`src/rtl/cpcr_pkg.sv`:
```
// ----------------------------------------------------------------------------
// cpcr_pkg
// shared widths and the sideband word carried down the collision pipeline
// ----------------------------------------------------------------------------
package cpcr_pkg;

  localparam int POS_W    = 17;
  localparam int RAD_W    = 12;
  localparam int GAIN_W   = 8;
  localparam int GAIN_FRAC = 6;
  localparam int DIFF_W   = POS_W + 1;
  localparam int SQ_W     = 2 * DIFF_W - 2;
  localparam int DIAM_W   = RAD_W + 1;
  localparam int DSQ_W    = 2 * DIAM_W;
  localparam int ROOT_W   = DIAM_W;
  localparam int MAG_W    = DIAM_W;
  localparam int PROD_W   = MAG_W + GAIN_W;
  localparam int NUM_W    = PROD_W + DIAM_W;
  localparam int QUO_W    = 14;
  localparam int DVD_W    = NUM_W - (GAIN_FRAC + 1);
  localparam int CORR_W   = QUO_W + 2;

  localparam logic [0:0] REG_RADIUS = 1'b0;
  localparam logic [0:0] REG_GAIN   = 1'b1;

  localparam logic [RAD_W-1:0]  RADIUS_RESET = RAD_W'(320);
  localparam logic [GAIN_W-1:0] GAIN_RESET   = GAIN_W'(64);

  localparam logic signed [POS_W-1:0] POS_MIN = {1'b1, {(POS_W-1){1'b0}}};
  localparam logic signed [POS_W-1:0] POS_MAX = {1'b0, {(POS_W-1){1'b1}}};

  typedef struct packed {
    logic signed [POS_W-1:0] x1;
    logic signed [POS_W-1:0] y1;
    logic signed [POS_W-1:0] x2;
    logic signed [POS_W-1:0] y2;
    logic [MAG_W-1:0]        mag_x;
    logic [MAG_W-1:0]        mag_y;
    logic                    neg_x;
    logic                    neg_y;
    logic                    ovl;
    logic                    coin;
    logic [ROOT_W-1:0]       distance;
  } side_t;

endpackage

```
`src/rtl/cpcr_scale.sv`:
```
// ----------------------------------------------------------------------------
// cpcr_scale
// overlap, gain and magnitude products, rounded dividend
// ----------------------------------------------------------------------------
module cpcr_scale
  import cpcr_pkg::*;
(
  input  logic               clk,
  input  logic               rst,
  input  logic               en,
  input  logic [RAD_W-1:0]   radius,
  input  logic [GAIN_W-1:0]  gain,
  input  logic               valid_in,
  input  side_t              side_in,
  output logic               valid_out,
  output side_t              side_out,
  output logic [DVD_W-1:0]   dvd_x,
  output logic [DVD_W-1:0]   dvd_y
);

  logic              va, vb, vc;
  side_t             sa, sb;
  logic [PROD_W-1:0] px, py;
  logic [DIAM_W-1:0] overlap;
  logic [NUM_W-1:0]  nx, ny;
  logic [NUM_W-1:0]  rx, ry;
  logic [NUM_W-1:0]  half;

  always_comb begin
    half = NUM_W'({sb.distance, GAIN_FRAC'(0)});
    rx   = nx + half;
    ry   = ny + half;
  end

  always_ff @(posedge clk) begin
    if (rst) begin
      va <= 1'b0;
      vb <= 1'b0;
      vc <= 1'b0;
    end else if (en) begin
      va <= valid_in;
      vb <= va;
      vc <= vb;
    end
    if (en) begin
      sa       <= side_in;
      px       <= side_in.mag_x * gain;
      py       <= side_in.mag_y * gain;
      overlap  <= {radius, 1'b0} - side_in.distance;
      sb       <= sa;
      nx       <= px * overlap;
      ny       <= py * overlap;
      side_out <= sb;
      dvd_x    <= rx[NUM_W-1:GAIN_FRAC+1];
      dvd_y    <= ry[NUM_W-1:GAIN_FRAC+1];
    end
  end

  assign valid_out = vc;

endmodule

```
`config.mk`:
```
export PLATFORM = sky130hd
export DESIGN_NAME = cpcr_scale
export DESIGN_NICKNAME = d
export VERILOG_FILES = /design/src/rtl/cpcr_pkg.sv /design/src/rtl/cpcr_scale.sv
export SDC_FILE = /design/constraint.sdc
export NUM_CORES = 2
export LEC_CHECK = 0
export BUFFER_PORTS_ARGS = -buffer_cell sky130_fd_sc_hd__buf_2
export CORE_ASPECT_RATIO = 0.6
export CORE_MARGIN = 10
export CORE_UTILIZATION = 62
export DETAILED_ROUTE_END_ITERATION = 7
export PLACE_DENSITY = 0.82
export REMOVE_ABC_BUFFERS = 1
export SETUP_SLACK_MARGIN = 0.4
export SKIP_CTS_REPAIR_TIMING = 1
export SYNTH_ARGS = -nofsm -noshare
export SYNTH_HDL_FRONTEND = slang
export SYNTH_SLANG_ARGS = --single-unit
```
`constraint.sdc`:
```
create_clock -name clk -period 6.4 [get_ports clk]
set_input_delay 1.28 -clock clk [delete_from_list [all_inputs] [get_ports clk]]
set_output_delay 1.28 -clock clk [all_outputs]
set_load 0.03 [all_outputs]
```
* Word-level counts from Yosys, hierarchy flattened
Cells that the tools add are included.
Word-level totals: output and inout bits 166, ROM bits 0, memories kept 0, memory bits (writable) 0, word-level logic and storage cells 50, bits in registers 513, latch bits 0, input bits 135
Cells by class: equal/unequal tests 0, add/subtract/negate cells 3, divide/modulo/power cells 0, $mul 4, order comparisons 0, shift-type cells 0, mux-type cells 0, reductions and logical operators 0, bitwise gates (word level) 0
Operator list (number):
- 34-bit by 19-bit adder with 34-bit output | 2
- 21-bit by 13-bit multiplier with 34-bit output | 2
- 13-bit by 8-bit multiplier with 21-bit output | 2
- 13-bit subtractor | 1

* Depth between registers and ports, before layout
depth after elaboration 1, depth in mapped cells 24, mapped depth without buffers 22

* Worst setup path after synthesis
No wires, ideal clock.
path type input to register, from in gain[5], to reg py[18], data pin, data required time 6.142 ns, slack 0.516 ns, library setup time 0.258 ns, arrival 5.627 ns, stages on the path 17, buffers on the path 2, cells stage by stage clkbuf_1 > clkbuf_1 > nand2_1 > fa_1 > fa_1 > fa_1 > fa_1 > inv_1 > ha_1 > a21o_1 > a21o_1 > a211o_1 > a2111oi_4 > o41ai_1 > a21o_1 > a21oi_2 > xnor2_1
Between the ends: word-level cells in the longest chain between the ends 1
Ends and longest elaborated chain:
- start, declared | RTL line cpcr_scale.sv:12 | input logic [GAIN_W-1:0] gain,
- 13-bit by 8-bit multiplier with 21-bit output | RTL line cpcr_scale.sv:48 | py <= side_in.mag_y * gain;
- end signal, assigned | RTL line cpcr_scale.sv:48
- end, declared | RTL line cpcr_scale.sv:23 | logic [PROD_W-1:0] px, py;
Every way passes these cells. A chain may end at the register's enable or synchronous reset.

* Worst setup path after layout
from reg px[5], to reg nx[22], data pin
Between the ends: word-level cells in the longest chain between the ends 1
Ends and longest elaborated chain:
- start, declared | RTL line cpcr_scale.sv:23
- start signal, assigned | RTL line cpcr_scale.sv:47 | px <= side_in.mag_x * gain;
- 21-bit by 13-bit multiplier with 34-bit output | RTL line cpcr_scale.sv:51 | nx <= px * overlap;
- end signal, assigned | RTL line cpcr_scale.sv:51
- end, declared | RTL line cpcr_scale.sv:25 | logic [NUM_W-1:0] nx, ny;
Every way passes these cells.

==> run metrics <==
status=finished, final reports clean; WP buf/inv=4; GR Util All Layers=0.2322; core footprint=0.06325 mm2; Setup-failing EPs final=0; multi-input logic area=0.02236 mm2; 1st-iter DRT viols=2441; most used cell, CP=fa_1; sequential area share after synthesis=0.3750; setup TNS=0 ns; final hold slack=0.4036 ns; ratio of cells with drive above 1 in the final layout=0.1473; most frequent cells in the layout=inv_1 (670), fa_1 (549), edfxtp_1 (497); Layout Nets=4784; Tmin final=5.938 ns; most common cell after layout, fill and taps aside=inv_1; Via-to-Cell Ratio=5.451; Crit path depth=20; total CTS buffers=47; GPL Wtd Cong=0.8830; Die Height=216.7 um; Syn Inst Count=3474; Clock Sinks=500; Post-Syn Area=0.03996 mm2; Crit. End Element=flip-flop; Root Buffer=clkbuf_16; delay-heaviest family, CP=adder cells; Post-synth EDFFs=497; DRC=0; Yosys cell types=66; first-pass GRT wire length=140400 um; Worst R2R Path Depth=20; DR pass1 iterations=8; Max Cap Violations=0; period utilization=0.9278; clock latency on the worst-skew pair=0.62 ns; die area=0.07534 mm2; row cnt=71; chip width=347.8 um; syn avg cell area=11.50 um2; I/O pins=301; final hold violations=0; H-tree levels=2; FF/Latch Area=0.01498 mm2; Fmax=0.1684 GHz; RSZ-0062 raised after global routing=true; Slowest-stage cell, CP=edfxtp_1; FF-to-FF Start=px[5]; CP Cell Sequence=and2_1, fa_1, inv_1, fa_1, inv_1, fa_1, inv_1, fa_1, fa_1, inv_2, ha_4, nand4_1, a21oi_2, a32oi_4, a31oi_4, o21ai_2, a211o_1, o21bai_2, a211oi_2, a211o_1; Clock Pin Slew Worst Setup and Hold Paths=0.08 ns; FF+latch count, synth=500; fraction of registers with async set/reset=0; crit start category=flip-flop; total number of vias=25680; largest net degree at the start of global routing=138; crit path capture=nx[22]; Layout area overhead=13.25%; r2r setup slk=0.46 ns; clock skew=0.04163 ns; critical path type=flip-flop to flip-flop; crit path launch=px[5]; clock buffer depth=3; WL/cell=19.08 um; final core utilization=0.7155; max incr delay on CP=0.59 ns; Initial Utilization=0.6318; CP required=6.78 ns; fill count=4261; fin. max-slew vios=0; Slew headroom=0.3601; worst min path class=flip-flop to flip-flop; RR Endpoint=nx[22]; detailed placer's ending HPWL=66610 um; gr ovfl total=0; Crit Path Max Fanout=11; vias in the first global route=26257; final wirelength=89880 um; Worst-Margin Slew=0.9495 ns; initial antenna violation count=6; CTS tree=built; antenna viol nets, final=0; # port buffers=300; Crit path arrival time=6.31 ns; top_reg_cell synth=edfxtp_1; synth warn=0
cell type report:
class,instances,share of cell area
diodes,3,0.0001659
clock buffers,63,0.02754
clock inverters,24,0.006718
inverters,673,0.05582
multi-input cells,2181,0.4940
flip-flops and latches,500,0.3311
well taps,839,0.02320
repair buffers,428,0.06143
synth_stat cells, types with 6 or more instances:
cell      number  area [um2]
inv_1        673        2526
a21oi_2        6       52.55
o21a_1        11       82.58
o21ai_1       17       85.08
nor3_1        26       130.1
a21boi_1       6       45.04
and2_1       325        2033
nand2_1      471        1768
xnor2_1       90       788.3
a21o_1        32       240.2
edfxtp_1     497       14920
nand4_1       13       81.33
nand2b_1      10       62.56
nor2_1        91       341.6
a211oi_1       7       52.55
nor3b_1        6       45.04
fa_1         551       11030
xor2_1        50       437.9
o21bai_1       6       45.04
o21ai_0       27       135.1
and3_1        18       112.6
a21oi_1       51       255.2
or3_1          6       37.54
ha_1         267        3341
clkbuf_1     117       439.2
nor2b_1       17       106.4
a211o_1        6       52.55
nand3_1       15       75.07
cell families (layout without fill, tap and decap cells):
logic type	after synthesis	after routing	share of synthesized area
adders and majority gates	818	818	0.3596
muxes	3	3	0.0007515
and+or+nand+nor	1006	1006	0.1217
buffers and inverters	793	1188	0.07461
DFF	500	500	0.3750
xor gates and xnor gates	140	140	0.03068
other	0	3	0
AOI/OAI and AO/OA	214	214	0.03767
state kept, by name (all words and copies together), names as in the netlist:
| signal | count |
|---|---|
| va | 1 |
| nx | 28 |
| ny | 28 |
| half | 13 |
| side_out | 111 |
| dvd_x | 27 |
| py | 21 |
| vb | 1 |
| dvd_y | 27 |
| px | 21 |
| overlap | 12 |
| valid_out | 1 |
| sb | 98 |
| sa | 111 |
per-layer routing:
layer | global-route usage | share of wire | up-vias
li1 | - | - | 11606
met1 | 0.3391 | 0.42 | 12700
met2 | 0.3398 | 0.44 | 1256
met3 | 0.07727 | 0.12 | 114
met4 | 0.04180 | 0.016 | 4
met5 | 0 | 0.00030 | -
worst min-delay path by stage:
| stage | start | to | slack, ns | cells past startpoint |
|---|---|---|---|---|
| 5_1_grt | sb[109] | side_out[109] | 0.42 | 0 |
| 3_5_place_dp | sa[12] | half[18] | 0.40 | 0 |
| 6_report | sb[59] | side_out[59] | 0.40 | 0 |
| 4_1_cts | sb[59] | side_out[59] | 0.41 | 0 |
| 3_3_place_gp | sb[80] | side_out[80] | 0.40 | 0 |
| 2_1_floorplan | sa[4] | half[10] | 0.40 | 0 |
metrics by stage:
| step | cell area (um2) | instances | setup slack, ns |
|---|---|---|---|
| after floorplan | 39510 | 3354 | 0.5291 |
| after global placement | 42650 | 4557 | 0.3028 |
| after detailed placement | 42650 | 4557 | 0.1172 |
| after CTS | 44200 | 4644 | 0.1066 |
| after global routing | 45250 | 4709 | 0.2811 |
| final | 45260 | 4711 | 0.4623 |
Power is left out: the tool's default activity adds up to more than one toggle a clock period on the data nets, which glitch-free logic cannot reach.
