===== config.mk =====
export PLATFORM = sky130hd
export DESIGN_NAME = cpcr_isqrt
export DESIGN_NICKNAME = d
export VERILOG_FILES = /design/src/rtl/cpcr_pkg.sv /design/src/rtl/cpcr_isqrt.sv
export SDC_FILE = /design/constraint.sdc
export NUM_CORES = 1
export LEC_CHECK = 0
export BUFFER_PORTS_ARGS = -buffer_cell sky130_fd_sc_hd__buf_2
export CORE_MARGIN = 8
export CORE_UTILIZATION = 30
export DETAILED_ROUTE_END_ITERATION = 7
export PLACE_DENSITY = 0.49
export SLEW_MARGIN = 20
export SYNTH_ARGS = -nofsm -noshare
export SYNTH_HDL_FRONTEND = slang
export SYNTH_SLANG_ARGS = --single-unit

===== constraint.sdc =====
create_clock -name clk -period 4.85 [get_ports clk]
set_input_delay 0.7275 -clock clk [delete_from_list [all_inputs] [get_ports clk]]
set_output_delay 0.7275 -clock clk [all_outputs]
set_load 0.05 [all_outputs]

===== src/rtl/cpcr_pkg.sv =====
// ----------------------------------------------------------------------------
// cpcr_pkg
// shared widths and the sideband word carried down the collision pipeline
// ----------------------------------------------------------------------------
package cpcr_pkg;

  localparam int POS_W    = 17;
  localparam int RAD_W    = 12;
  localparam int GAIN_W   = 8;
  localparam int GAIN_FRAC = 6;
  localparam int DIFF_W   = POS_W + 1;
  localparam int SQ_W     = 2 * DIFF_W - 2;
  localparam int DIAM_W   = RAD_W + 1;
  localparam int DSQ_W    = 2 * DIAM_W;
  localparam int ROOT_W   = DIAM_W;
  localparam int MAG_W    = DIAM_W;
  localparam int PROD_W   = MAG_W + GAIN_W;
  localparam int NUM_W    = PROD_W + DIAM_W;
  localparam int QUO_W    = 14;
  localparam int DVD_W    = NUM_W - (GAIN_FRAC + 1);
  localparam int CORR_W   = QUO_W + 2;

  localparam logic [0:0] REG_RADIUS = 1'b0;
  localparam logic [0:0] REG_GAIN   = 1'b1;

  localparam logic [RAD_W-1:0]  RADIUS_RESET = RAD_W'(320);
  localparam logic [GAIN_W-1:0] GAIN_RESET   = GAIN_W'(64);

  localparam logic signed [POS_W-1:0] POS_MIN = {1'b1, {(POS_W-1){1'b0}}};
  localparam logic signed [POS_W-1:0] POS_MAX = {1'b0, {(POS_W-1){1'b1}}};

  typedef struct packed {
    logic signed [POS_W-1:0] x1;
    logic signed [POS_W-1:0] y1;
    logic signed [POS_W-1:0] x2;
    logic signed [POS_W-1:0] y2;
    logic [MAG_W-1:0]        mag_x;
    logic [MAG_W-1:0]        mag_y;
    logic                    neg_x;
    logic                    neg_y;
    logic                    ovl;
    logic                    coin;
    logic [ROOT_W-1:0]       distance;
  } side_t;

endpackage


===== src/rtl/cpcr_isqrt.sv =====
// ----------------------------------------------------------------------------
// cpcr_isqrt
// pipelined floor square root, one result bit per stage
// ----------------------------------------------------------------------------
module cpcr_isqrt
  import cpcr_pkg::*;
(
  input  logic                clk,
  input  logic                rst,
  input  logic                en,
  input  logic                valid_in,
  input  side_t               side_in,
  input  logic [2*ROOT_W-1:0] root_arg,
  output logic                valid_out,
  output side_t               side_out
);

  localparam int REM_W = ROOT_W + 2;

  logic [2*ROOT_W-1:0] arg  [0:ROOT_W];
  logic [REM_W-1:0]    rem  [0:ROOT_W];
  logic [ROOT_W-1:0]   root [0:ROOT_W];
  side_t               side [0:ROOT_W];
  logic                vld  [0:ROOT_W];

  always_comb begin
    arg[0]  = root_arg;
    rem[0]  = '0;
    root[0] = '0;
    side[0] = side_in;
    vld[0]  = valid_in;
  end

  for (genvar k = 0; k < ROOT_W; k++) begin : g_step
    localparam int I = ROOT_W - 1 - k;
    logic [REM_W+1:0] trial_rem;
    logic [REM_W+1:0] trial_sub;
    logic             fits;

    always_comb begin
      trial_rem = {rem[k], arg[k][2*I+1 -: 2]};
      trial_sub = {2'b00, root[k], 2'b01};
      fits      = trial_rem >= trial_sub;
    end

    always_ff @(posedge clk) begin
      if (rst) begin
        vld[k+1] <= 1'b0;
      end else if (en) begin
        vld[k+1] <= vld[k];
      end
      if (en) begin
        arg[k+1]  <= arg[k];
        side[k+1] <= side[k];
        rem[k+1]  <= fits ? REM_W'(trial_rem - trial_sub) : REM_W'(trial_rem);
        root[k+1] <= {root[k][ROOT_W-2:0], fits};
      end
    end
  end

  always_comb begin
    side_out          = side[ROOT_W];
    side_out.distance = root[ROOT_W];
    valid_out         = vld[ROOT_W];
  end

endmodule


# Word-level counts from Yosys, hierarchy flattened
# Index checks and enable logic that the tools add are counted.
# W data, S select, Z words.
totals:
  input_bits: 141
  register_bits: 1702
  out_inout_bits: 112
classes:
  n_addsub: 12
  n_mux: 12
  n_lt_le_gt_ge: 13
op_table:
  columns: ["operator", "count"]
  rows:
  - ["$mux W15", 11]
  - ["$ge A17 B10 Y1", 1]
  - ["$ge A17 B11 Y1", 1]
  - ["$ge A17 B12 Y1", 1]
  - ["$ge A17 B13 Y1", 1]
  - ["$ge A17 B14 Y1", 1]
  - ["$ge A17 B3 Y1", 1]
  - ["$ge A17 B4 Y1", 1]
  - ["$ge A17 B5 Y1", 1]
  - ["$ge A17 B6 Y1", 1]
  - ["$ge A17 B7 Y1", 1]
  - ["$ge A17 B8 Y1", 1]
  - ["$ge A17 B9 Y1", 1]
  - ["$sub A15 B10 Y15", 1]
  - ["$sub A15 B11 Y15", 1]
  - ["$sub A15 B12 Y15", 1]
  - ["$sub A15 B13 Y15", 1]
  - ["$sub A15 B3 Y15", 1]
  - ["$sub A15 B4 Y15", 1]
  - ["$sub A15 B5 Y15", 1]
  - ["$sub A15 B6 Y15", 1]
  - ["$sub A15 B7 Y15", 1]
  - ["$sub A15 B8 Y15", 1]
  - ["$sub A15 B9 Y15", 1]
  - ["3 further kinds", 3]

# Logic depth before layout (Yosys ltp)
depth:
  word_depth: 2
  ltp_mapped: 10

# Worst setup path before layout
# No wires, ideal clock.
synth_timing:
  path_type: "reg2reg"
  start: "register rem (netlist bit g_step[11].trial_rem[5])"
  end: "register rem (netlist bit g_step[12].trial_rem[16]) (data pin)"
  path_buffers: 0
  path_slack_ns: 2.237
  path_stages_with_launch: 8
  t_required_ns: 4.590
  arrival_time_ns: 2.353
  path_cell_list: "edfxtp_1 -> ha_1 -> a211o_1 -> a311o_1 -> a221oi_2 -> o21ai_2 -> a211oi_2 -> mux2_2"
synth_between:
  elab_chain_cells: 2
synth_rtl:
  columns: ["item", "line", "rtl"]
  rows:
  - ["from (decl)", "cpcr_isqrt.sv:21", "logic [REM_W-1:0] rem [0:ROOT_W];"]
  - ["from (signal, indexed assignment)", "cpcr_isqrt.sv:55", "rem[k+1] <= fits ? REM_W'(trial_rem - trial_sub) : REM_W'(trial_rem);"]
  - ["$sub A15 B13 Y15 / $ge A17 B13 Y1 (equally long branches)", "cpcr_isqrt.sv:55, cpcr_isqrt.sv:43", null]
  - ["$mux W15 (*)", "cpcr_isqrt.sv:55", null]
# Every way passes the cells marked *; elsewhere a longest branch is shown, timed or not.
# A chain may end at the register's enable or synchronous reset.

# Worst setup path in the final report
layout_timing:
  start: "register rem (netlist bit g_step[9].trial_rem[4])"
  end: "register rem (netlist bit g_step[10].trial_rem[6]) (data pin)"
layout_between:
  elab_chain_cells: 2
layout_rtl:
  columns: ["item", "line"]
  rows:
  - ["$sub A15 B11 Y15 / $ge A17 B11 Y1 (equally long branches)", "cpcr_isqrt.sv:55, cpcr_isqrt.sv:43"]
  - ["$mux W15 (*)", "cpcr_isqrt.sv:55"]
# Marked as above.

==> summary.txt <==
Outcome
  – Status: complete, no violations

Timing
  – Final setup viols: 0
  – Max-slew headroom: approximately two fifths
  – Fin Setup TNS: 0 ns
  – Final number of max-transition violations: 0
  – Final Hold Vio Count: 0
  – Clk_skew: roughly 0.032 ns
  – Least-Margin Pin Slew: 0.903 ns
  – Fmax: 324 MHz
  – Final min period: roughly 3.1 ns
  – RSZ-0062 raised after global routing: false
  – Crit share post-route: a little under two thirds

Yosys
  – Post-synth top cells: 1,686 x edfxtp_1, 125 x inv_1, 103 x ha_1, 99 x buf_4, 85 x nor2_1
  – Async S/R FF share, synth: 0%
  – Post-synth EDFFs: between 1,500 and 2,000
  – Post-Syn Instances: 2,802
  – Mean post-synth cell area: around 21 um2
  – Register area share after synthesis: around 87%
  – Synth area leaders: edfxtp_1 87%, ha_1 2.2%, buf_4 1.3%, xnor2_1 0.88%, inv_1 0.80%
  – Cell taking the most area after synthesis: edfxtp_1
  – Top-count cell post-synth: edfxtp_1
  – Post-synthesis cell type count: between 70 and 80
  – Synth Flop Type: edfxtp_1
  – Synth warn: 0
  – Yosys top cell area share: 86.7%
  – Synth Net Count: roughly 3,000
  – #FFs+latches synth: ~1,700
  – Synthesized area: between 50,000 and 60,000 um2

CTS
  – Number of setup buffers added after CTS: 0
  – CTS tree: built
  – Clk_lat worst skew: roughly 0.8 ns
  – CTS Root Cell: clkbuf_16
  – H-Tree Depth: 4
  – Clk slew on worst S/H paths: ~0.06 ns
  – Max clock buf depth: 3
  – Num CTS Buffers: 180
  – # resized after CTS: 0
  – Clk sinks: 1,699

Cells and area
  – Fillers: approximately 18,000
  – Storage cell area: between 50,000 and 60,000 um2
  – Area added between synthesis and finish: 16.7%
  – Multi-input gate area: approximately 6200 um2
  – Finished Core Util: a little over a third
  – Layout Nets: between 3,000 and 4,000
  – Share of post-route cells with drive strength above 1: 17.4%

Place
  – DP HPWL: 47,300 um
  – Port bufs: approximately 240
  – Gpl congestion: ~0.76

Floorplanning
  – Die height: around 460 um
  – Die ar.: approximately 210,000 um2
  – I/O Pins: 253
  – Die Span X: between 400 and 500 um
  – Row cnt: around 160
  – Initial Util: a little under a third
  – Core ar.: between 150,000 and 200,000 um2

Critical path
  – Worst R2R Path Depth: 7
  – CP peak stage delay: 0.61 ns
  – R2R Setup Slk: between 1.5 and 2 ns
  – Worst path cell trace: ha_1 > or3_1 > o22ai_1 > a211o_1 > a21oi_2 > nor4_4 > mux2_2
  – Crit path arrival time: between 3 and 4 ns
  – Crit-path max FO: 12
  – Crit start category: register
  – Reg-to-Reg Start: g_step[9].trial_rem[4]
  – WS Path Type: register to register
  – CP startpoint: g_step[9].trial_rem[4]
  – R2r endpoint: g_step[10].trial_rem[6]
  – CP max-delay cell: nor4_4
  – CP Capture Type: register
  – Crit path to: g_step[10].trial_rem[6]
  – CP required: roughly 5.4 ns

Routing
  – Initial DRC count: 1,553
  – Antenna-violating nets left: 0
  – Remaining DRCs: 0
  – Drt first pass iters: 5
  – DR WL/cell: 14.1 um
  – Vias per cell: around 4
  – Routed WL: roughly 82,000 um
  – Vias: approximately 24,000

Global route
  – Initial antenna violation count: 12
  – First-pass GRT wire length: ~130,000 um
  – Vias in the first global route: 24,274
  – Grt ovf: 0
  – Largest net degree at the start of global routing: 128
  – GRT Total Usage: about 7.6%

Power
  – Power per cell area: between 400 and 500 nW/um2
  – Max VDD drop: about 0.0003 V
  – Leak: 0.0239 uW

Run
  – Max-cap violations: 0

Hold path
  – Worst hold path class: primary input to register
==> placed cells by master (no fill, tap or decap), types with 59 or more instances in the layout <==
master / n
nand2_1: 63
buf_2: 238
nor2_1: 85
edfxtp_1: 1686
xnor2_1: 59
clkbuf_16: 183
a21oi_1: 69
inv_1: 125
ha_1: 103
o21ai_0: 61
==> flip-flops by register name, indices dropped and copies added, names as in the netlist <==
signal / flops
side: 1176
g_step.trial_rem: 165
arg: 156
side_out: 111
g_step.trial_sub: 78
vld: 12
valid_out: 1
==> cells by family after synthesis <==
kind of cell	synth area share, %
AO/OA/AOI/OAI	2.79
XOR/XNOR	1.66
adder cells (fa/ha/maj)	2.21
buffers and inverters	2.23
flip-flops	87.1
multiplexers	0.822
other	0.00642
AND/OR/NAND/NOR	3.18
==> critical path: cells and delay by family (launching register included) <==
family,cells,cell delay (ns)
compound gates,3,0.73
fa+ha+maj,1,0.28
flops,1,0.41
mux,1,0.42
simple gates,2,1.00
==> how the worst min path moves through the flow <==
stage	start	depth (start not counted)	endpoint	slack (ns)
finish	side_in[29]	1	side[1361]	0.12
global route	side_in[44]	1	side[1376]	0.02
CTS	root_arg[14]	1	arg[326]	0.001
detailed placement	arg[135]	0	arg[109]	0.40
global placement	side[821]	0	side[710]	0.40
floorplan	arg[130]	0	arg[104]	0.40
==> stage by stage <==
stage / setup slack, ns / hold WS [ns] / power [uW] / std cells / area [um2]
after floorplan: 2.24 / 0.400 / 19000 / 2802 / 58400
after global placement: 1.80 / 0.400 / 19600 / 5504 / 62400
final: 1.76 / 0.122 / 32500 / 5831 / 68200
after detailed placement: 1.77 / 0.405 / 19700 / 5504 / 62400
after global routing: 1.53 / 0.0217 / 34000 / 5829 / 68200
after CTS: 1.76 / 0.00129 / 33200 / 5828 / 68200
==> metal layers <==
layer / track usage, % / routed length [um] / vias up
met1: 9.18 / 35700 / 11455
met4: 3.48 / 3370 / 0
met3: 2.64 / 4530 / 245
li1: - / - / 11465
met2: 12.3 / 38500 / 425
met5: 0 / 0 / -
==> final cells by class <==
| type | instances | share of cell area, % |
|---|---|---|
| inverter | 126 | 0.694 |
| multi-input combinational | 861 | 9.14 |
| clock buffer | 229 | 7.01 |
| sequential | 1699 | 74.6 |
| clock inverter | 92 | 1.35 |
| tap | 2542 | 4.66 |
| timing repair buffer | 279 | 2.48 |
| antenna | 3 | 0.0110 |
==> power by group <==
group          leakage [uW]  internal [uW]  total [uW]  switching (uW)
Sequential           0.0165          17300       17700             346
Combinational       0.00463            614        1680            1060
Clock               0.00275           7640       13200            5540
Total                0.0239          25600       32500            6950
==> repair_timing <==
item	CTS	global route
hold buffers	3	0
hold endpoints to repair	3	0
endpoints found under the setup margin	0	0
(Power assumes the default switching activity.)
