==> src/rtl/cpcr_pkg.sv <==
// ----------------------------------------------------------------------------
// cpcr_pkg
// shared widths and the sideband word carried down the collision pipeline
// ----------------------------------------------------------------------------
package cpcr_pkg;

  localparam int POS_W    = 17;
  localparam int RAD_W    = 12;
  localparam int GAIN_W   = 8;
  localparam int GAIN_FRAC = 6;
  localparam int DIFF_W   = POS_W + 1;
  localparam int SQ_W     = 2 * DIFF_W - 2;
  localparam int DIAM_W   = RAD_W + 1;
  localparam int DSQ_W    = 2 * DIAM_W;
  localparam int ROOT_W   = DIAM_W;
  localparam int MAG_W    = DIAM_W;
  localparam int PROD_W   = MAG_W + GAIN_W;
  localparam int NUM_W    = PROD_W + DIAM_W;
  localparam int QUO_W    = 14;
  localparam int DVD_W    = NUM_W - (GAIN_FRAC + 1);
  localparam int CORR_W   = QUO_W + 2;

  localparam logic [0:0] REG_RADIUS = 1'b0;
  localparam logic [0:0] REG_GAIN   = 1'b1;

  localparam logic [RAD_W-1:0]  RADIUS_RESET = RAD_W'(320);
  localparam logic [GAIN_W-1:0] GAIN_RESET   = GAIN_W'(64);

  localparam logic signed [POS_W-1:0] POS_MIN = {1'b1, {(POS_W-1){1'b0}}};
  localparam logic signed [POS_W-1:0] POS_MAX = {1'b0, {(POS_W-1){1'b1}}};

  typedef struct packed {
    logic signed [POS_W-1:0] x1;
    logic signed [POS_W-1:0] y1;
    logic signed [POS_W-1:0] x2;
    logic signed [POS_W-1:0] y2;
    logic [MAG_W-1:0]        mag_x;
    logic [MAG_W-1:0]        mag_y;
    logic                    neg_x;
    logic                    neg_y;
    logic                    ovl;
    logic                    coin;
    logic [ROOT_W-1:0]       distance;
  } side_t;

endpackage

==> src/rtl/cpcr_div.sv <==
// ----------------------------------------------------------------------------
// cpcr_div
// two-lane pipelined restoring divider by the distance, one quotient bit per stage
// ----------------------------------------------------------------------------
module cpcr_div
  import cpcr_pkg::*;
(
  input  logic              clk,
  input  logic              rst,
  input  logic              en,
  input  logic              valid_in,
  input  side_t             side_in,
  input  logic [DVD_W-1:0]  dvd_x,
  input  logic [DVD_W-1:0]  dvd_y,
  output logic              valid_out,
  output side_t             side_out,
  output logic [QUO_W-1:0]  quo_x,
  output logic [QUO_W-1:0]  quo_y
);

  logic [DVD_W-1:0]  dvd  [0:QUO_W][0:1];
  logic [ROOT_W-1:0] rem  [0:QUO_W][0:1];
  logic [QUO_W-1:0]  quo  [0:QUO_W][0:1];
  side_t             side [0:QUO_W];
  logic              vld  [0:QUO_W];

  always_comb begin
    dvd[0][0] = dvd_x;
    dvd[0][1] = dvd_y;
    rem[0][0] = dvd_x[DVD_W-1 -: ROOT_W];
    rem[0][1] = dvd_y[DVD_W-1 -: ROOT_W];
    quo[0][0] = '0;
    quo[0][1] = '0;
    side[0]   = side_in;
    vld[0]    = valid_in;
  end

  for (genvar k = 0; k < QUO_W; k++) begin : g_step
    localparam int I = QUO_W - 1 - k;

    always_ff @(posedge clk) begin
      if (rst) begin
        vld[k+1] <= 1'b0;
      end else if (en) begin
        vld[k+1] <= vld[k];
      end
      if (en) begin
        side[k+1] <= side[k];
      end
    end

    for (genvar l = 0; l < 2; l++) begin : g_lane
      logic [ROOT_W:0] trial;
      logic            fits;

      always_comb begin
        trial = {rem[k][l], dvd[k][l][I]};
        fits  = trial >= {1'b0, side[k].distance};
      end

      always_ff @(posedge clk) begin
        if (en) begin
          dvd[k+1][l] <= dvd[k][l];
          rem[k+1][l] <= fits ? ROOT_W'(trial - {1'b0, side[k].distance}) : ROOT_W'(trial);
          quo[k+1][l] <= {quo[k][l][QUO_W-2:0], fits};
        end
      end
    end
  end

  always_comb begin
    valid_out = vld[QUO_W];
    side_out  = side[QUO_W];
    quo_x     = quo[QUO_W][0];
    quo_y     = quo[QUO_W][1];
  end

endmodule

==> config.mk <==
export PLATFORM = sky130hd
export DESIGN_NAME = cpcr_div
export DESIGN_NICKNAME = d
export VERILOG_FILES = /design/src/rtl/cpcr_pkg.sv /design/src/rtl/cpcr_div.sv
export SDC_FILE = /design/constraint.sdc
export NUM_CORES = 2
export LEC_CHECK = 0
export ABC_AREA = 1
export BUFFER_PORTS_ARGS = -buffer_cell sky130_fd_sc_hd__buf_2
export CAP_MARGIN = 5
export CORE_ASPECT_RATIO = 1.2
export CORE_MARGIN = 3
export CORE_UTILIZATION = 60
export CTS_BUF_LIST = sky130_fd_sc_hd__clkbuf_4 sky130_fd_sc_hd__clkbuf_8
export DETAILED_ROUTE_END_ITERATION = 10
export HOLD_SLACK_MARGIN = 0.02
export PLACE_DENSITY = 0.76
export SYNTH_ARGS = -nofsm -noshare
export SYNTH_HDL_FRONTEND = slang
export SYNTH_SLANG_ARGS = --single-unit
export TNS_END_PERCENT = 50
==> constraint.sdc <==
create_clock -name clk -period 2.5 [get_ports clk]
set_input_delay 0.625 -clock clk [delete_from_list [all_inputs] [get_ports clk]]
set_output_delay 0.625 -clock clk [all_outputs]
set_load 0.01 [all_outputs]
**Word-level counts from Yosys, hierarchy flattened**

Cells that the tools add are included.

- Bits in registers: 2,298
- Latch bits: 0
- RAM bits: 0
- ROM bits: 0
- Output and inout port bits: 140
- Memories kept: 0

- Add/subtract/negate cells: 26
- $mul: 0
- Div/mod/pow operators: 0
- Order comparisons: 28
- Equal/unequal tests: 0
- Shifts and indexed selects: 0
- Muxes and demuxes: 26
- Bitwise gates (word level): 0
- Reduce and logical (&&, ||, !) cells: 0

Operators with widths:

| cell | number |
|---|---|
| 14-bit by 13-bit greater-or-equal comparator with 1-bit output | 28 |
| 13-bit two-way mux | 26 |
| 13-bit subtractor | 26 |

**Longest topological paths before layout**

- Depth after elaboration: 2
- Mapped depth: 12
- Depth with buffers taken out: 12

**Least setup slack after synthesis**

Ideal clock, no wire load.

- Path kind: in2reg
- Start: input dvd_y[13]
- End: register rem (netlist bit g_step[1].g_lane[1].trial[7]), data pin
- Setup time: 0.256 ns
- Arrival: 1.857 ns
- Required time: 2.244 ns
- Setup slack: 0.387 ns
- Stages: 10
- Path buffers: 1
- Cells stage by stage: inv_1 > ha_1 > fa_1 > inv_1 > nand2_1 > nand3_2 > nand2_2 > nand3_2 > buf_6 > o21ai_1

- Longest elaborated chain between the ends: 2
- Elaborated cells on any way between the ends: 3

RTL lines:

| element | RTL line | text |
|---|---|---|
| from (decl) | cpcr_div.sv:14 | `input logic [DVD_W-1:0] dvd_y,` |
| 14-bit by 13-bit greater-or-equal comparator with 1-bit output | cpcr_div.sv:58 | `fits = trial >= {1'b0, side[k].distance};` |
| net g_step[0].g_lane[1].fits | cpcr_div.sv:54 | `logic fits;` |
| 13-bit two-way mux | cpcr_div.sv:64 | `rem[k+1][l] <= fits ? ROOT_W'(trial - {1'b0, side[k].distance}) : ROOT_W'(trial);` |
| to (signal, indexed assignment) | cpcr_div.sv:64 |  |
| to (decl) | cpcr_div.sv:22 | `logic [ROOT_W-1:0] rem [0:QUO_W][0:1];` |

The timed path passes the listed nets, and every way through them passes these cells.
A chain may end at the register's enable or synchronous reset.

**Worst setup path after layout**

- Start: register side[444] (netlist name)
- End: register rem (netlist bit g_step[11].g_lane[1].trial[11]), data pin

- Longest elaborated chain between the ends: 2
- Elaborated cells on any way between the ends: 3

RTL lines:

| element | RTL line | text |
|---|---|---|
| from (decl) | cpcr_div.sv:24 | `side_t side [0:QUO_W];` |
| from (signal, indexed assignment) | cpcr_div.sv:48 | `side[k+1] <= side[k];` |
| 13-bit subtractor or 14-bit by 13-bit greater-or-equal comparator with 1-bit output (tied branches) | cpcr_div.sv:64, cpcr_div.sv:58 |  |
| 13-bit two-way mux (*) | cpcr_div.sv:64 |  |

Mark *: on every way between the ends. The rest lies on a longest branch, timed or not.

==> impl_results.md <==
- Post-Synth Adder-Cell Area: under 10%
- Synthesized flop and latch total: 2298
- Grt total ovfl: 0
- Core Box Area: 163200 um2
- Final period utilization: 94.60%
- P&R area growth vs syn: 13.44%
- Setup Buffers After CTS: 0
- CP Capture Type: flip-flop
- Syn Area/Cell: roughly 12 um2
- Inserted Clock Buffers: 355
- Die area: roughly 170000 um2
- Synth Area in Compound Gates: approximately 2.1%
- # setup viols final: 0
- Commonest cells in the netlist: edfxtp_1 (2284), nand2_1 (2046), inv_1 (1327), ha_1 (364), nand3_1 (316)
- DP Wirelength: 140900 um
- Top-count cell post-synth: edfxtp_1
- Clk_lat worst skew: 1.05 ns
- CTS tree: yes
- H-tree depth: 5
- RSZ-0062 raised after global routing: no
- Initial DRC Count: ~3800
- Status: finished, final reports clean
- Mapped Area: 99070 um2
- Row cnt: 162
- WL/cell: 17.54 um
- Antenna Violating Nets Remaining: 0
- Drt total wl: just under 200000 um
- Die Wd: 376.9 um
- Setup TNS: 0 ns
- M1 WL: 81780 um
- Period minus WS final: ~2.4 ns
- Drt first pass iters: 6
- Register area share after synthesis: 69.51%
- Post-route DRC: 0
- Root Buffer: clkbuf_8
- Max Fclk: 422.8 MHz
- Main combinational cell family by area after synthesis: simple AND/OR/NAND/NOR gates
- Die Y: about 450 um
- Setup crit start kind: flip-flop
- Area share of the largest cell type after synthesis: 69.23%
- Worst EP arrival: 3.20 ns
- Clk slew on worst S/H paths: 0.06 ns
- Pwr Density: about 1000 nW/um2
- Via count of the first global-routing pass: 57211
- Synth area leaders: edfxtp_1 (69%), nand2_1 (7.8%), inv_1 (5.0%), ha_1 (4.6%), nand4_1 (1.8%)
- CP peak stage delay: 0.48 ns
- Mux cell area share after synthesis: 0%
- Filler cells: 11323
- Vias: 57163
- Final Util: ~69%
- Met2 wire len: around 100000 um
- Synth Flop Type: edfxtp_1
- Crit Path Category: flip-flop to flip-flop
- NumNets Final: between 9000 and 10000
- Post-synth EDFFs: 2284
- CP max-delay cell: edfxtp_1
- Largest net degree at the start of global routing: 95
- VDD IR-drop max: 0.7524 mV
- Cell taking the most area after synthesis: edfxtp_1
- Clock Skew: around 0.091 ns
- Synth Instances: 7926
- Worst min path class: primary input to flip-flop
- Simple-gate share of the synthesized area: 14.90%
- Initial Util: 60.72%
- First-pass GRT wire length: ~300000 um
- Fin. Hold Viols: 0
- IO buf count: just over 300
- Initial antenna violation count: 8
- Max Cap Viol: 0
- Share of layout cells above drive strength 1: 16.37%
- Synth Area in XOR/XNOR: approximately 1.5%
- Synth async-reset ratio: 0%
- CTS max path bufs: 4
- Leak: 48.43 nW
- WL met3: about 9600 um
- Worst slew pin tran: 0.5061 ns
- Total track usage: 23.18%
- Yosys Warn Count: 0
- Max layer used: met5
- GP Congestion: 0.9017
- Crit-path max FO: 20
- # IOs: 309
- Worst Path Required: about 3.3 ns
- Number of vias per cell: 5.118
- Worst path cell trace: ha_1 -> fa_1 -> inv_1 -> nand2_1 -> nand3_1 -> nand2_2 -> nand3_2 -> buf_12 -> nand3_2 -> nand2_1
- Post-Syn Nets: 8485
- Sink Count: 2298
- Slew headroom: 66.26%
- Final slew viol count: 0
- Synth cell types: 37
## flip-flops by register name (all words and copies together) (netlist names)
signal               cells
quo                    182
quo_x                   14
g_step.g_lane.trial    338
dvd                    182
side                  1443
vld                     13
valid_out                1
quo_y                   14
side_out               111
## per-layer routing
| metal | GRT usage [%] | vias to the layer above |
|---|---|---|
| met5 | 0 | - |
| met4 | 9.221 | 2 |
| met3 | 4.453 | 398 |
| met2 | 39.55 | 1416 |
| met1 | 29.34 | 26908 |
| li1 | - | 28439 |
## logic make-up after synthesis
| logic type | Yosys count |
|---|---|
| and+or+nand+nor | 3184 |
| DFF | 2298 |
| buffers and inverters | 1564 |
| adders and majority gates | 390 |
| AOI/OAI and AO/OA | 324 |
| xor gates and xnor gates | 166 |
## final cells by class
cell class | count | area (um2) | share of cell area, %
diodes | 5 | 12.51 | 0.01113
clock buffers | 461 | 5700 | 5.072
clock inverters | 164 | 1095 | 0.9742
inverters | 1354 | 5082 | 4.522
multi-input cells | 4064 | 23360 | 20.79
flip-flops and latches | 2298 | 68870 | 61.28
well taps | 2132 | 2668 | 2.374
repair buffers | 690 | 5593 | 4.977
## critical path: cells and delay by family, from the launching register on
| family | cells | cell delay [ns] |
|---|---|---|
| and+or+nand+nor | 6 | 0.71 |
| adders and majority gates | 2 | 0.69 |
| DFF | 1 | 0.48 |
| buffers and inverters | 2 | 0.29 |
## cells in the final DEF (no fill, tap or decap), drive strengths merged, types with 167 or more instances in the layout
master       count
nand4          289
nand2         2136
nor2           280
nand3          452
edfxtp        2284
clkbuf         461
dlygate4sd3    167
buf            523
o21ai          178
inv           1359
ha             364
## path summary, 6_finish.rpt
check	slack [ns]	to	from	depth (start not counted)
worst min register to register	0.33	side[962]	side[1073]	0
worst max register to register	0.14	g_step[11].g_lane[1].trial[11]	side[444]	10
worst max-delay path	0.14	g_step[11].g_lane[1].trial[11]	side[444]	10
worst min-delay path	0.21	g_step[1].g_lane[1].trial[9]	dvd_y[26]	6
## metrics by stage
stage | worst slack, ns | instances | hold WS, ns | cell area, um2 | total power, mW
after global routing | 0.01466 | 11166 | 0.1363 | 112400 | 123.3
after global placement | -0.02868 | 10371 | 0.4000 | 103900 | 85.46
after CTS | 0.02322 | 11163 | 0.06441 | 112400 | 116.6
final | 0.1351 | 11168 | 0.2056 | 112400 | 115.6
after floorplan | 0.3870 | 7926 | 0.4003 | 99070 | 75.94
after detailed placement | -0.008044 | 10371 | 0.4045 | 103900 | 85.99
## report_power, final
group	switching [mW]	internal, mW
registers	2.79	49.0
logic	21.5	12.3
clock network	13.8	16.2
total	38.1	77.5
## repair_timing
| item | 4_1_cts | 5_1_grt |
|---|---|---|
| hold endpoints to repair | 196 | 0 |
| gates resized for setup | 0 | 1 |
| hold buffers | 167 | 0 |
| endpoints found under the setup margin | 0 | 2 |
(Power assumes the default switching activity.)
