===== src/rtl/cpcr_pkg.sv =====
// ----------------------------------------------------------------------------
// cpcr_pkg
// shared widths and the sideband word carried down the collision pipeline
// ----------------------------------------------------------------------------
package cpcr_pkg;

  localparam int POS_W    = 17;
  localparam int RAD_W    = 12;
  localparam int GAIN_W   = 8;
  localparam int GAIN_FRAC = 6;
  localparam int DIFF_W   = POS_W + 1;
  localparam int SQ_W     = 2 * DIFF_W - 2;
  localparam int DIAM_W   = RAD_W + 1;
  localparam int DSQ_W    = 2 * DIAM_W;
  localparam int ROOT_W   = DIAM_W;
  localparam int MAG_W    = DIAM_W;
  localparam int PROD_W   = MAG_W + GAIN_W;
  localparam int NUM_W    = PROD_W + DIAM_W;
  localparam int QUO_W    = 14;
  localparam int DVD_W    = NUM_W - (GAIN_FRAC + 1);
  localparam int CORR_W   = QUO_W + 2;

  localparam logic [0:0] REG_RADIUS = 1'b0;
  localparam logic [0:0] REG_GAIN   = 1'b1;

  localparam logic [RAD_W-1:0]  RADIUS_RESET = RAD_W'(320);
  localparam logic [GAIN_W-1:0] GAIN_RESET   = GAIN_W'(64);

  localparam logic signed [POS_W-1:0] POS_MIN = {1'b1, {(POS_W-1){1'b0}}};
  localparam logic signed [POS_W-1:0] POS_MAX = {1'b0, {(POS_W-1){1'b1}}};

  typedef struct packed {
    logic signed [POS_W-1:0] x1;
    logic signed [POS_W-1:0] y1;
    logic signed [POS_W-1:0] x2;
    logic signed [POS_W-1:0] y2;
    logic [MAG_W-1:0]        mag_x;
    logic [MAG_W-1:0]        mag_y;
    logic                    neg_x;
    logic                    neg_y;
    logic                    ovl;
    logic                    coin;
    logic [ROOT_W-1:0]       distance;
  } side_t;

endpackage


===== src/rtl/cpcr_front.sv =====
// ----------------------------------------------------------------------------
// cpcr_front
// difference vector, squares, squared distance and overlap test
// ----------------------------------------------------------------------------
module cpcr_front
  import cpcr_pkg::*;
(
  input  logic                    clk,
  input  logic                    rst,
  input  logic                    en,
  input  logic [RAD_W-1:0]        radius,
  input  logic                    valid_in,
  input  logic signed [POS_W-1:0] first_x,
  input  logic signed [POS_W-1:0] first_y,
  input  logic signed [POS_W-1:0] second_x,
  input  logic signed [POS_W-1:0] second_y,
  output logic                    valid_out,
  output side_t                   side_out,
  output logic [2*ROOT_W-1:0]     root_arg
);

  logic                      v1, v2, v3;
  side_t                     s1, s2;
  side_t                     s1_next, s2_next, side_next;
  logic signed [DIFF_W-1:0]  dx, dy;
  logic [SQ_W-1:0]           sq_x, sq_y;
  logic [DSQ_W-1:0]          diam_sq;
  logic [DIAM_W-1:0]         diam;
  logic signed [2*DIFF_W-1:0] prod_x, prod_y;
  logic [SQ_W:0]             dist2;

  always_comb begin
    diam   = {radius, 1'b0};
    prod_x = dx * dx;
    prod_y = dy * dy;
    dist2  = {1'b0, sq_x} + {1'b0, sq_y};

    s1_next    = '0;
    s1_next.x1 = first_x;
    s1_next.y1 = first_y;
    s1_next.x2 = second_x;
    s1_next.y2 = second_y;

    s2_next       = s1;
    s2_next.mag_x = dx[DIFF_W-1] ? MAG_W'(-dx) : MAG_W'(dx);
    s2_next.mag_y = dy[DIFF_W-1] ? MAG_W'(-dy) : MAG_W'(dy);
    s2_next.neg_x = dx[DIFF_W-1];
    s2_next.neg_y = dy[DIFF_W-1];
    s2_next.coin  = (dx == '0) && (dy == '0);

    side_next     = s2;
    side_next.ovl = dist2 < (SQ_W+1)'(diam_sq);
  end

  always_ff @(posedge clk) begin
    diam_sq <= diam * diam;
    if (rst) begin
      v1 <= 1'b0;
      v2 <= 1'b0;
      v3 <= 1'b0;
    end else if (en) begin
      v1 <= valid_in;
      v2 <= v1;
      v3 <= v2;
    end
    if (en) begin
      s1       <= s1_next;
      dx       <= DIFF_W'(first_x) - DIFF_W'(second_x);
      dy       <= DIFF_W'(first_y) - DIFF_W'(second_y);
      s2       <= s2_next;
      sq_x     <= prod_x[SQ_W-1:0];
      sq_y     <= prod_y[SQ_W-1:0];
      side_out <= side_next;
      root_arg <= dist2[2*ROOT_W-1:0];
    end
  end

  assign valid_out = v3;

endmodule


===== config.mk =====
export PLATFORM = sky130hd
export DESIGN_NAME = cpcr_front
export DESIGN_NICKNAME = d
export VERILOG_FILES = /design/src/rtl/cpcr_pkg.sv /design/src/rtl/cpcr_front.sv
export SDC_FILE = /design/constraint.sdc
export NUM_CORES = 2
export LEC_CHECK = 0
export BUFFER_PORTS_ARGS = -buffer_cell sky130_fd_sc_hd__buf_2
export CORE_ASPECT_RATIO = 0.75
export CORE_UTILIZATION = 50
export DETAILED_ROUTE_END_ITERATION = 8
export GPL_ROUTABILITY_DRIVEN = 0
export PLACE_DENSITY = 0.67
export RECOVER_POWER = 25
export REMOVE_ABC_BUFFERS = 1
export SLEW_MARGIN = 20
export SYNTH_ARGS = -nofsm -noshare
export SYNTH_HDL_FRONTEND = slang
export SYNTH_SLANG_ARGS = --single-unit

===== constraint.sdc =====
create_clock -name clk -period 8.8 [get_ports clk]
set_clock_uncertainty 0.1 [all_clocks]
set_input_delay 1.32 -clock clk [delete_from_list [all_inputs] [get_ports clk]]
set_output_delay 1.32 -clock clk [all_outputs]
set_load 0.02 [all_outputs]

==> Yosys cells after proc, flatten, opt, wreduce, memory -nomap -nowiden <==
Index checks and enable logic that the tools add are counted.
{ "word_totals": {"word_cells": 46, "output_inout_bits": 138, "regBits": 420} }
{ "classes": {"addsub": 5, "mul": 3, "reduce_logical": 3, "mux": 2, "n_lt_le_gt_ge": 1} }
{ "op_table": {"columns": ["cell", "count"], "rows": [
  ["$mul 18x18->34", 2],
  ["$logic_not 18->1", 2],
  ["$sub 17x17->18", 2],
  ["$add 34x34->35", 1],
  ["$lt 35x26->1", 1],
  ["$mux 13", 2],
  ["$neg 13->13", 2],
  ["$mul 12x12->24", 1],
  ["$logic_and 1x1->1", 1]
]} }

==> Depth between registers and ports, before layout <==
{ "logic_depth": {"word_depth": 2, "ltp_mapped": 29} }

==> Worst setup path before layout <==
OpenSTA, ideal clock, no wires.
{ "synth_path": {"kind": "register -> register", "start": "register dy[17]", "end": "register sq_y[33] (data pin)", "path_buffers": 2, "arrival_ns": 6.393, "period_less_slack_ns": 6.753, "stages_incl_launch_ff": 27, "setup_slack_ns": 2.047, "required_ns": 8.440, "path_cell_list": "edfxtp_1 > clkbuf_1 > clkbuf_1 > nand2_1 > fa_1 > inv_1 > fa_1 > inv_1 > fa_1 > inv_1 > fa_1 > fa_1 > inv_1 > fa_1 > inv_1 > ha_1 > a21o_1 > a21o_1 > a21oi_1 > o21ai_0 > a21o_1 > a21oi_1 > o311ai_0 > a211oi_1 > o21bai_1 > a21oi_1 > xnor2_1"} }
{ "synth_between": {"elab_chain_cells": 1} }
{ "synth_rtl": {"columns": ["item", "line", "rtl"], "rows": [
  ["start: declaration", "cpcr_front.sv:25", "logic signed [DIFF_W-1:0] dx, dy;"],
  ["start signal: assignment", "cpcr_front.sv:69", "dy <= DIFF_W'(first_y) - DIFF_W'(second_y);"],
  ["$mul 18x18->34", "cpcr_front.sv:35", "prod_y = dy * dy;"],
  ["net prod_y[33]", "cpcr_front.sv:29", "logic signed [2*DIFF_W-1:0] prod_x, prod_y;"],
  ["end signal: assignment", "cpcr_front.sv:72", "sq_y <= prod_y[SQ_W-1:0];"],
  ["end: declaration", "cpcr_front.sv:26", "logic [SQ_W-1:0] sq_x, sq_y;"]
]} }
The timed path passes the listed nets, and every way through them passes these cells.
A chain may end at the register's enable or synchronous reset.

==> Worst setup path after layout <==
{ "layout_path": {"start": "register dx[4]", "end": "register sq_x[33] (data pin)"} }
{ "layout_between": {"elab_chain_cells": 1} }
{ "layout_rtl": {"columns": ["item", "line", "rtl"], "rows": [
  ["start: declaration", "cpcr_front.sv:25", null],
  ["start signal: assignment", "cpcr_front.sv:68", "dx <= DIFF_W'(first_x) - DIFF_W'(second_x);"],
  ["$mul 18x18->34", "cpcr_front.sv:34", "prod_x = dx * dx;"],
  ["net prod_x[33]", "cpcr_front.sv:29", null],
  ["end signal: assignment", "cpcr_front.sv:71", "sq_x <= prod_x[SQ_W-1:0];"],
  ["end: declaration", "cpcr_front.sv:26", null]
]} }
The timed path passes the listed nets, and every way through them passes these cells.

==> impl_results.md <==
- Status: finished clean
- Tcrit/Tclk final: 88.4%
- Synth area leader: fa_1
- DR pass1 iterations: 6
- Core Box Area: 0.0809 sq mm
- Routed Antenna Nets: 0
- Cells on worst reg2reg path: 26
- Post-synthesis cell type count: 75
- Post-CTS Setup Bufs: 0
- CP Buf/Inv Count: 6
- Dominant synthesized flop cell: edfxtp_1
- Vias: 25,600
- Commonest non-fill, non-tap cell in the layout: inv_1
- CP max-delay cell: edfxtp_1
- Final WS setup: 1.02 ns
- Initial antenna violation count: 1
- CTS Buf Count: 45
- Final setup fails: 0
- Fin nets: 5,055
- Setup TNS: 0 ns
- Routed vias/inst: 5.06
- CTS tree: done
- Largest net degree at the start of global routing: 155
- CP startpoint kind: flop
- Ys async rst share: 0%
- Crit path max fanout: 19
- Max-slew violation count: 0
- Worst r2r src: dx[4]
- Final Hold Vio Count: 0
- DR DRC count: 0
- Post-synthesis compound-gate area fraction: 5.50%
- Crit path DAT: 8.02 ns
- Seq/Total Area, Yosys: 29.7%
- Most frequent cells in the layout: 1,011 x inv_1, 645 x fa_1, 389 x edfxtp_1
- CTS resizes: 0
- Hold Crit Class: reg2reg
- Final wirelength: 82.7 mm
- Crit path time final: 7.78 ns
- Largest family of logic cells by synthesized area: adder cells
- Initial cell density of the core: 50.8%
- Worst r2r dst: sq_x[33]
- Die Wd: 333 um
- Hold endpoint: side_out[73]
- Die outline area: 0.0833 sq mm
- GR peak layer: met2
- Mapped Cells: 3,769
- R2R setup slack: 1.02 ns
- Worst Path Class, Setup: reg2reg
- HP Start: s2[73]
- Simple-gate share of the synthesized area: 8.27%
- Pre-CTS WS: 1.28 ns
- Slowest stage delay, CP: 0.89 ns
- Grt met2 use: 33.1%
- Slew of the pin with the lowest slew margin: 1.03 ns
- First-pass GRT wire length: 138 mm
- Area contributors post-synth: fa_1 31%, edfxtp_1 28%, ha_1 11%
- Total grt overflow: 0
- Critical path required time: 9.04 ns
- Number of synthesized flops with an enable pin: 389
- WHS Path Cells: 0
- Top-area cell type share of the netlist area: 31.5%
- Drt first-iter violations: 1,580
- Syn Std Cell Area: 0.0410 sq mm
- XOR/XNOR Fraction of Synth Area: 3.58%
- CP startpoint: dx[4]
- GR met3 Demand/Resource: 3.48%
- Clock Latency Late Sink: 0.60 ns
- Synth Area in Adders: 42.4%
- Clk slew on worst S/H paths: 0.06 ns
- Clock Tree Root: clkbuf_16
- Die Y-Extent: 250 um
- Max Cap Viol: 0
- Syn Area/Cell: 10.9 sq um
- PortBufs: 208
- Longest Clk Path Bufs: 3
- Sink Count: 415
- Hold buffers post-CTS: 0
- Area delta synth->final: 9.24%
- Number of global-route vias before repair: 26,800
- Yosys Warn Count: 0
- RSZ-0062 raised after global routing: false
- Critical path's top delay family: adder cells
- Post-synthesis mux area share: 0.256%
- I/O pins: 222
- Met1 Usage GRT: 30.1%
- CP Capture Type: flop
- Tot GR Track Use: 20.9%
- Max-slew headroom: 31.4%
- Max Freq: 129 MHz
- H-tree depth: 2
- DP HPWL: 67.0 mm
- FF+latch count, synth: 415
- Proportion of layout cells with a drive suffix above 1: 7.32%
- # rows: 90
- DR WL/cell: 16.3 um
- Most used cell, CP: inv_1
## sequential cells by signal, summed over array words and instances, names as in the netlist
register	count
side_out	98
s2	97
s1	68
sq_x	32
sq_y	32
root_arg	26
diam_sq	23
dx	18
dy	18
v1	1
v2	1
valid_out	1
## layout make-up
type | instances | area (sq um)
Antenna cell | 1 | 2.50
Multi-Input combinational cell | 2258 | 24700
Sequential cell | 415 | 12200
Clock inverter | 32 | 442
Tap cell | 1058 | 1320
Clock buffer | 52 | 1170
Inverter | 1013 | 3800
Fill cell | 6951 | 36000
Timing Repair Buffer | 234 | 1210
## metrics by stage
stage | area, sq um | cells | utilization (%) | hold slack (ns)
2_1_floorplan | 40700 | 3686 | - | 0.300
3_3_place_gp | 43300 | 4978 | 53.5 | 0.300
3_5_place_dp | 43300 | 4978 | 53.5 | 0.305
4_1_cts | 44900 | 5062 | 55.5 | 0.314
5_1_grt | 44800 | 5062 | 55.5 | 0.314
6_report | 44800 | 5063 | 55.5 | 0.312
## routing by layer
metal	vias to the layer above	part of all wire, %
li1	12100	-
met1	12900	45
met5	-	0
met4	0	1.9
met2	567	46
met3	78	6.4
## worst max-delay path by stage
stage	end	slack, ns	cells past startpoint
after floorplan	sq_y[33]	2.13	24
after global placement	sq_x[33]	1.38	22
after detailed placement	sq_x[33]	1.28	26
after CTS	sq_x[33]	1.22	26
after global routing	sq_x[33]	0.61	26
final	sq_x[33]	1.02	26
## Yosys cell counts (all sizes together) (36+ instances only)
cell	instances
fa	645
nor3	36
a21oi	74
edfxtp	389
and2	97
xor2	36
xnor2	132
inv	1011
ha	359
a21o	45
clkbuf	74
nor2	175
o21ai	63
nand2	297
## cell families after synthesis
| kind of cell | count (synthesis) |
|---|---|
| buffers and inverters | 1108 |
| adders and majority gates | 1004 |
| and+or+nand+nor | 739 |
| DFF | 415 |
| AOI/OAI and AO/OA | 324 |
| xor gates and xnor gates | 168 |
| muxes | 10 |
| other | 1 |
## worst reg2reg max path: stages, from the launching register on
cell and delay, ns:
edfxtp_1 0.89, inv_1 0.37, nor2_1 0.23, fa_1 0.48, inv_1 0.10, fa_1 0.42, inv_1 0.07, ha_1 0.22
ha_1 0.27, ha_1 0.27, inv_1 0.07, fa_1 0.41, inv_1 0.06, ha_1 0.17, inv_1 0.07, fa_1 0.46
nor2b_1 0.13, o21a_1 0.14, o21ai_1 0.10, a211o_1 0.32, a31oi_1 0.56, nand3_1 0.32, a2111oi_1 0.69, o31ai_1 0.23
o21bai_1 0.17, a21oi_1 0.09, xnor2_1 0.12
Power is left out: the tool's default activity adds up to more than one toggle a clock period on the data nets, which glitch-free logic cannot reach.
